**config.mk**
```make
export PLATFORM = sky130hd
export DESIGN_NAME = tcce_ctrl
export DESIGN_NICKNAME = d
export VERILOG_FILES = /design/src/rtl/tcce_pkg.sv /design/src/rtl/tcce_ctrl.sv
export SDC_FILE = /design/constraint.sdc
export NUM_CORES = 1
export LEC_CHECK = 0
export BUFFER_PORTS_ARGS = -buffer_cell sky130_fd_sc_hd__buf_4
export CORE_MARGIN = 2
export CORE_UTILIZATION = 40
export DETAILED_ROUTE_END_ITERATION = 8
export HOLD_SLACK_MARGIN = 0.1
export PLACE_DENSITY = 0.77
export SYNTH_ARGS = -nofsm -noshare
export SYNTH_HDL_FRONTEND = slang
export SYNTH_SLANG_ARGS = --single-unit
```
**constraint.sdc**
```tcl
create_clock -name clk -period 1.7 [get_ports clk]
set_clock_uncertainty 0.2 [all_clocks]
set_input_delay 0.34 -clock clk [delete_from_list [all_inputs] [get_ports clk]]
set_output_delay 0.34 -clock clk [all_outputs]
set_load 0.03 [all_outputs]
```
**src/rtl/tcce_pkg.sv**
```systemverilog
// ----------------------------------------------------------------------------
// tcce_pkg: shared types and constants of the text console cursor engine
// Field widths, request and key codes, datapath command/status structs.
// ----------------------------------------------------------------------------
package tcce_pkg;

  localparam int COLUMNS_DEF  = 80;
  localparam int ROWS_DEF     = 25;
  localparam int TAB_STEP_DEF = 4;

  localparam int REQ_W  = 2;
  localparam int CHAR_W = 8;
  localparam int ROW_W  = 5;
  localparam int COL_W  = 7;
  localparam int POS_W  = 11;
  localparam int CELL_W = 16;
  localparam int ATTR_W = 8;

  localparam logic [REQ_W-1:0] REQ_CHAR  = 2'd0;
  localparam logic [REQ_W-1:0] REQ_CLEAR = 2'd1;
  localparam logic [REQ_W-1:0] REQ_READ  = 2'd2;
  localparam logic [REQ_W-1:0] REQ_NOP   = 2'd3;

  localparam logic [CHAR_W-1:0] CH_BS     = 8'h08;
  localparam logic [CHAR_W-1:0] CH_TAB    = 8'h09;
  localparam logic [CHAR_W-1:0] CH_LF     = 8'h0A;
  localparam logic [CHAR_W-1:0] CH_CR     = 8'h0D;
  localparam logic [CHAR_W-1:0] CH_SPACE  = 8'h20;
  localparam logic [CHAR_W-1:0] KEY_UP    = 8'h91;
  localparam logic [CHAR_W-1:0] KEY_DOWN  = 8'h92;
  localparam logic [CHAR_W-1:0] KEY_LEFT  = 8'h93;
  localparam logic [CHAR_W-1:0] KEY_RIGHT = 8'h94;

  localparam logic [CELL_W-1:0] RESET_CELL = 16'h0720;
  localparam logic [ATTR_W-1:0] ATTR_RESET = 8'h07;

  // memory operations
  localparam int MEM_OP_W = 3;
  localparam logic [MEM_OP_W-1:0] MEM_NONE     = 3'd0;
  localparam logic [MEM_OP_W-1:0] MEM_RD_REQ   = 3'd1;
  localparam logic [MEM_OP_W-1:0] MEM_RD_BELOW = 3'd2;
  localparam logic [MEM_OP_W-1:0] MEM_RD_RIGHT = 3'd3;
  localparam logic [MEM_OP_W-1:0] MEM_WR_CHAR  = 3'd4;
  localparam logic [MEM_OP_W-1:0] MEM_WR_BLANK = 3'd5;
  localparam logic [MEM_OP_W-1:0] MEM_WR_INIT  = 3'd6;
  localparam logic [MEM_OP_W-1:0] MEM_WR_RDATA = 3'd7;

  // sweep pointer operations
  localparam int PTR_OP_W = 2;
  localparam logic [PTR_OP_W-1:0] PTR_HOLD   = 2'd0;
  localparam logic [PTR_OP_W-1:0] PTR_ZERO   = 2'd1;
  localparam logic [PTR_OP_W-1:0] PTR_CURSOR = 2'd2;
  localparam logic [PTR_OP_W-1:0] PTR_INC    = 2'd3;

  typedef struct packed {
    logic                capture;
    logic                cur_char;
    logic                cur_left;
    logic                cur_home;
    logic [PTR_OP_W-1:0] ptr_op;
    logic [MEM_OP_W-1:0] mem_op;
    logic                out_load;
  } dp_cmd_t;

  typedef struct packed {
    logic [REQ_W-1:0] req;
    logic             is_bs;
    logic             is_print;
    logic             at_home;
    logic             scroll;
    logic             ptr_col_last;
    logic             ptr_row_last;
    logic             ptr_row_penult;
    logic             rdata_space;
    logic             out_busy;
  } dp_stat_t;

endpackage

```
**src/rtl/tcce_ctrl.sv**
```systemverilog
// ----------------------------------------------------------------------------
// tcce_ctrl: sequencer of the text console cursor engine
// Steps the datapath through clear sweeps, scrolls, backspace shifts and reads.
// ----------------------------------------------------------------------------
module tcce_ctrl (
  input  logic               clk,
  input  logic               rst,
  input  logic               s_tvalid,
  output logic               s_tready,
  input  tcce_pkg::dp_stat_t stat,
  output tcce_pkg::dp_cmd_t  cmd
);

  localparam logic [3:0] S_INIT     = 4'd0;
  localparam logic [3:0] S_IDLE     = 4'd1;
  localparam logic [3:0] S_DECODE   = 4'd2;
  localparam logic [3:0] S_RD_WAIT  = 4'd3;
  localparam logic [3:0] S_CLR      = 4'd4;
  localparam logic [3:0] S_SC_RD    = 4'd5;
  localparam logic [3:0] S_SC_WR    = 4'd6;
  localparam logic [3:0] S_SC_BLANK = 4'd7;
  localparam logic [3:0] S_BS_LEFT  = 4'd8;
  localparam logic [3:0] S_BS_PTR   = 4'd9;
  localparam logic [3:0] S_BS_CHK   = 4'd10;
  localparam logic [3:0] S_BS_WR    = 4'd11;
  localparam logic [3:0] S_DONE     = 4'd12;

  logic [3:0] state;
  logic [3:0] state_next;

  always_ff @(posedge clk) begin
    if (rst) begin
      state <= S_INIT;
    end else begin
      state <= state_next;
    end
  end

  assign s_tready = (state == S_IDLE);

  always_comb begin
    state_next = state;
    cmd        = '0;
    unique case (state)
      S_INIT: begin
        cmd.mem_op = tcce_pkg::MEM_WR_INIT;
        if (stat.ptr_row_last && stat.ptr_col_last) begin
          state_next = S_IDLE;
        end else begin
          cmd.ptr_op = tcce_pkg::PTR_INC;
        end
      end
      S_IDLE: begin
        if (s_tvalid) begin
          cmd.capture = 1'b1;
          state_next  = S_DECODE;
        end
      end
      S_DECODE: begin
        unique case (stat.req)
          tcce_pkg::REQ_CHAR: begin
            if (stat.is_bs) begin
              state_next = stat.at_home ? S_DONE : S_BS_LEFT;
            end else begin
              cmd.cur_char = 1'b1;
              if (stat.is_print) begin
                cmd.mem_op = tcce_pkg::MEM_WR_CHAR;
              end
              if (stat.scroll) begin
                cmd.ptr_op = tcce_pkg::PTR_ZERO;
                state_next = S_SC_RD;
              end else begin
                state_next = S_DONE;
              end
            end
          end
          tcce_pkg::REQ_CLEAR: begin
            cmd.cur_home = 1'b1;
            cmd.ptr_op   = tcce_pkg::PTR_ZERO;
            state_next   = S_CLR;
          end
          tcce_pkg::REQ_READ: begin
            cmd.mem_op = tcce_pkg::MEM_RD_REQ;
            state_next = S_RD_WAIT;
          end
          tcce_pkg::REQ_NOP: begin
            state_next = S_DONE;
          end
        endcase
      end
      S_RD_WAIT: begin
        state_next = S_DONE;
      end
      S_CLR: begin
        cmd.mem_op = tcce_pkg::MEM_WR_BLANK;
        if (stat.ptr_row_last && stat.ptr_col_last) begin
          state_next = S_DONE;
        end else begin
          cmd.ptr_op = tcce_pkg::PTR_INC;
        end
      end
      S_SC_RD: begin
        cmd.mem_op = tcce_pkg::MEM_RD_BELOW;
        state_next = S_SC_WR;
      end
      S_SC_WR: begin
        // incrementing past the end of the next-to-last row lands on the last row
        cmd.mem_op = tcce_pkg::MEM_WR_RDATA;
        cmd.ptr_op = tcce_pkg::PTR_INC;
        state_next = (stat.ptr_row_penult && stat.ptr_col_last) ? S_SC_BLANK : S_SC_RD;
      end
      S_SC_BLANK: begin
        cmd.mem_op = tcce_pkg::MEM_WR_BLANK;
        if (stat.ptr_col_last) begin
          state_next = S_DONE;
        end else begin
          cmd.ptr_op = tcce_pkg::PTR_INC;
        end
      end
      S_BS_LEFT: begin
        cmd.cur_left = 1'b1;
        state_next   = S_BS_PTR;
      end
      S_BS_PTR: begin
        cmd.ptr_op = tcce_pkg::PTR_CURSOR;
        state_next = S_BS_CHK;
      end
      S_BS_CHK: begin
        if (stat.ptr_col_last) begin
          cmd.mem_op = tcce_pkg::MEM_WR_BLANK;
          state_next = S_DONE;
        end else begin
          cmd.mem_op = tcce_pkg::MEM_RD_RIGHT;
          state_next = S_BS_WR;
        end
      end
      S_BS_WR: begin
        if (stat.rdata_space) begin
          cmd.mem_op = tcce_pkg::MEM_WR_BLANK;
          state_next = S_DONE;
        end else begin
          cmd.mem_op = tcce_pkg::MEM_WR_RDATA;
          cmd.ptr_op = tcce_pkg::PTR_INC;
          state_next = S_BS_CHK;
        end
      end
      S_DONE: begin
        if (!stat.out_busy) begin
          cmd.out_load = 1'b1;
          state_next   = S_IDLE;
        end
      end
      default: begin
        state_next = S_IDLE;
      end
    endcase
  end

endmodule

```
==> results.cfg, run 1 <==
[run_status]
stop_stage = global routing
tool.error = [ERROR DPL-0033] detailed placement checks failed during check placement.
outcome = aborted with a tool error

[synth]
yosys-top-cells-count = nor2_1, nand2_1, o21ai_0
yosysTopAreaCellShare_pct = 13.2
synthCells = 97
synth_cell_types = 34
synth_area_per_cell_sq_um = 6.24
ys_seq_elements = 4
yosys_warnings = 0
yosysTopAreaCell = dfxtp_1
async_flop_share_pct = 0
syn_nets = 111
yosysSeqAreaShare_pct = 13.2
netlist_area_sq_um = 606
synth.area.top_cells = dfxtp_1, nor2_1, nand2_1
synth-main-ff-cell = dfxtp_1
yosysMostFrequentCell = nor2_1
synth_edf_count = 0

[placed_design]
place.gp.congestion = 0.928
place_inst = 159
hpwlAfterDp_mm = 1.79
io_buffers = 24
post-place-ws_ps = -199

[floorplanning]
initial_core_util_pct = 41.7
die_w_um = 42.9
ios = 25
die_y_um = 42.9
rows = 14

[clock_tree]
ctsLongestPathBuffers = 2
clock-sinks = 4
cts_root_buffer = clkbuf_4
cts_made_buffers = 3
htreeDepth = 1

[grt]
grt_max_degree = 11
antenna_found_initial = 0

[sta]
worst_endpoint = cmd[4]
worst_path_end_type = top-level output
[cells by family after synthesis]
logic type	after synthesis	synth area share, %
AO/OA/AOI/OAI	33	37.6
buffers and inverters	11	9.50
flip-flops	4	13.2
multiplexers	1	1.86
AND/OR/NAND/NOR	48	37.8
[repair_timing]
item | 4_1_cts
endpoints found under the hold margin | 4
endpoints found under the setup margin | 14
hold buffers | 1
setup buffers | 7
resized for setup | 47
pin swaps | 11
[per-stage QoR]
step,instance area [sq um],hold slack (ps),TNS (ps)
3_3_place_gp,1030,331,-639
4_1_cts,1250,287,-2030
3_5_place_dp,1030,336,-836
2_1_floorplan,662,205,-526
==> inputs of run 2 (changes only) <==
--- a/config.mk
+++ b/config.mk
@@ -6,11 +6,10 @@
 export NUM_CORES = 1
 export LEC_CHECK = 0
 export BUFFER_PORTS_ARGS = -buffer_cell sky130_fd_sc_hd__buf_4
-export CORE_MARGIN = 2
-export CORE_UTILIZATION = 40
+export CORE_AREA = 2 2 63 65
 export DETAILED_ROUTE_END_ITERATION = 8
-export HOLD_SLACK_MARGIN = 0.1
-export PLACE_DENSITY = 0.77
+export DIE_AREA = 0 0 65 67
+export PLACE_DENSITY_LB_ADDON = 0.15
 export SYNTH_ARGS = -nofsm -noshare
 export SYNTH_HDL_FRONTEND = slang
 export SYNTH_SLANG_ARGS = --single-unit
==> constraint.sdc (replaced) <==
create_clock -name clk -period 2.2 [get_ports clk]
set_clock_uncertainty 0.2 [all_clocks]
set_input_delay 0.44 -clock clk [delete_from_list [all_inputs] [get_ports clk]]
set_output_delay 0.44 -clock clk [all_outputs]
set_load 0.03 [all_outputs]
==> run 2 against run 1 <==
Effect of this change: the flow now finishes without violations; synthesized area did not move; synthesized cell count unchanged.
==> results.cfg, run 2 <==
[clock_tree]
cts_made_buffers = 3
clk_pin_slew_ps = 40
ctsLongestPathBuffers = 2
cts_root_buffer = clkbuf_8
htreeDepth = 1
clk_latency_ps = 220
clock-sinks = 4
cts_tree = built

[floorplanning]
dieArea_sq_um = 4360
placeableCoreArea_sq_um = 3610
die_y_um = 67
rows = 22
die_w_um = 65
ios = 25
initial_core_util_pct = 16.8

[grt]
antenna_found_initial = 0
grt_pass1_vias = 812
grtUsageMet2_pct = 16.4
grt.met1_usage_pct = 13.5
grt_use_met3_pct = 2.87
grt_pass1_wl_mm = 3.57
grt_busiest_layer = met2
grt_overflow = 0
grt_max_degree = 12
grt_usage_pct = 10.5

[sta]
finalMaxSlewViolations = 0
fmax_ghz = 0.465
period_minus_slack_ps = 2150
slew_headroom_pct = 77.8
rsz0062_at_grt = yes
fin_ws_ps = 49.8
final_hold_viol_count = 0
setup_viol_count_final = 0
period_share_pct = 97.7
worstMarginPinSlew_ps = 333

[layout]
multiInputGateArea_sq_um = 503
top_register = state
layout_common_cells = buf_4, nor2_1, nand2_1
fillCellCount = 400
area_growth_pct = 60.1
final_cells = 176
layout-drive-gt1-share_pct = 43.0
diodes = 0
largest_registers = state (4)
largest_register_ffs = 4
nNetsFinal = 144
layout_commonest_cell = buf_4
seqCellArea_sq_um = 87.6

[routing]
vias = 827
drc = 0
drt-initial-drc-count = 26
viasPerCell = 4.70
wl_per_cell_um = 12.3
dr.pass1.iters = 4
antenna_left = 0
drt_wl_total_mm = 2.16

[worst_setup_path]
worstSetupPathType = reg -> out
reg2reg_slack_ps = 530
cp_slowest_cell = or3_4
end_kind = output port
critPathMaxStageDelay_ps = 360
cp.required_ps = 1560
start_kind = register
crit_chain = nand2b_1, buf_4, or3_4, o21ai_1, buf_4
worstPathMaxFanout = 7
cp.arrival_ps = 1510
cpMostUsedCell = buf_4

[synth]
syn_nets = 111
yosysSeqAreaShare_pct = 13.2
netlist_area_sq_um = 606
yosysMostFrequentCell = nor2_1
synth-main-ff-cell = dfxtp_1
yosys-top-cells-count = nor2_1, nand2_1, o21ai_0
yosysTopAreaCell = dfxtp_1
yosys_warnings = 0
yosysTopAreaCellShare_pct = 13.2
synth.area.top_cells = dfxtp_1, nor2_1, nand2_1
async_flop_share_pct = 0
synth_edf_count = 0
synth_cell_types = 34
ys_seq_elements = 4
synth_area_per_cell_sq_um = 6.24
synthCells = 97

[placed_design]
place_inst = 172
io_buffers = 24
hpwlAfterDp_mm = 1.77
place.gp.congestion = 0.795
post-place-ws_ps = 103

[pwr]
pwr_density_cell_nw_per_um2 = 450
vdd_drop_max_uv = 111
p_total_uw = 437
p_leak_nw = 0.400

[hold_path]
hold_path_class = in -> reg

[run]
maxCapViolCount = 0

[run_status]
outcome = complete, no violations
==> run 2: cell counts after synthesis <==
Identical to the previous run, type by type.
==> run 2: cell families after synthesis <==
kind of cell | count (synthesis) | share of synthesized area (%)
AND/OR/NAND/NOR | 48 | 37.8
buffers and inverters | 11 | 9.50
AO/OA/AOI/OAI | 33 | 37.6
flip-flops | 4 | 13.2
multiplexers | 1 | 1.86
==> run 2: critical path: cells and delay by family, from the launching register on <==
kind	cells	cell delay [ps]
flops	1	350
buf+inv	2	320
compound gates	1	90
simple gates	2	530
==> run 2: final cells by class <==
type                            instances  area share, %
Tap cell                               48           6.19
Timing Repair Buffer                   35           27.1
Sequential cell                         4           9.03
Inverter                                4           1.55
Clock buffer                            3           4.26
Multi-Input combinational cell         82           51.9
==> run 2: final timing paths <==
kind / startpoint / endpoint / depth (start not counted)
worst min-delay path: rst / state[0] / 2
worst max register to register: state[3] / state[2] / 6
worst max-delay path: state[2] / cmd[2] / 5
worst min register to register: state[3] / state[3] / 2
==> run 2: repair_timing <==
action / 4_1_cts / 5_1_grt
setup buffers: 0 / 1
hold buffers: 0 / 0
hold endpoints to repair: 0 / 0
setup endpoints to repair: 4 / 6
resized for setup: 3 / 10
==> run 2: metrics by stage <==
stage	cell area, sq um	utilization, %	hold slack, ps	TNS (ps)
after global placement	890	24.7	416	0
after detailed placement	890	24.7	415	0
after CTS	935	25.9	209	0
final	970	26.9	204	0
after global routing	970	26.9	218	-14.3
after floorplan	617	-	309	0
==> run 2: layer usage <==
layer | routed length (um) | up-vias
li1 | - | 416
met1 | 1010 | 373
met2 | 960 | 29
met3 | 125 | 9
met4 | 70 | 0
met5 | 0 | -
==> run 2: power breakdown <==
group          switching [mW]  internal [mW]  leakage [nW]
Clock                  0.0439          0.117        0.0216
Sequential            0.00688         0.0771        0.0346
Combinational           0.108         0.0831         0.344
Total                   0.159          0.277         0.400
Power figures use the tool's default switching activity.
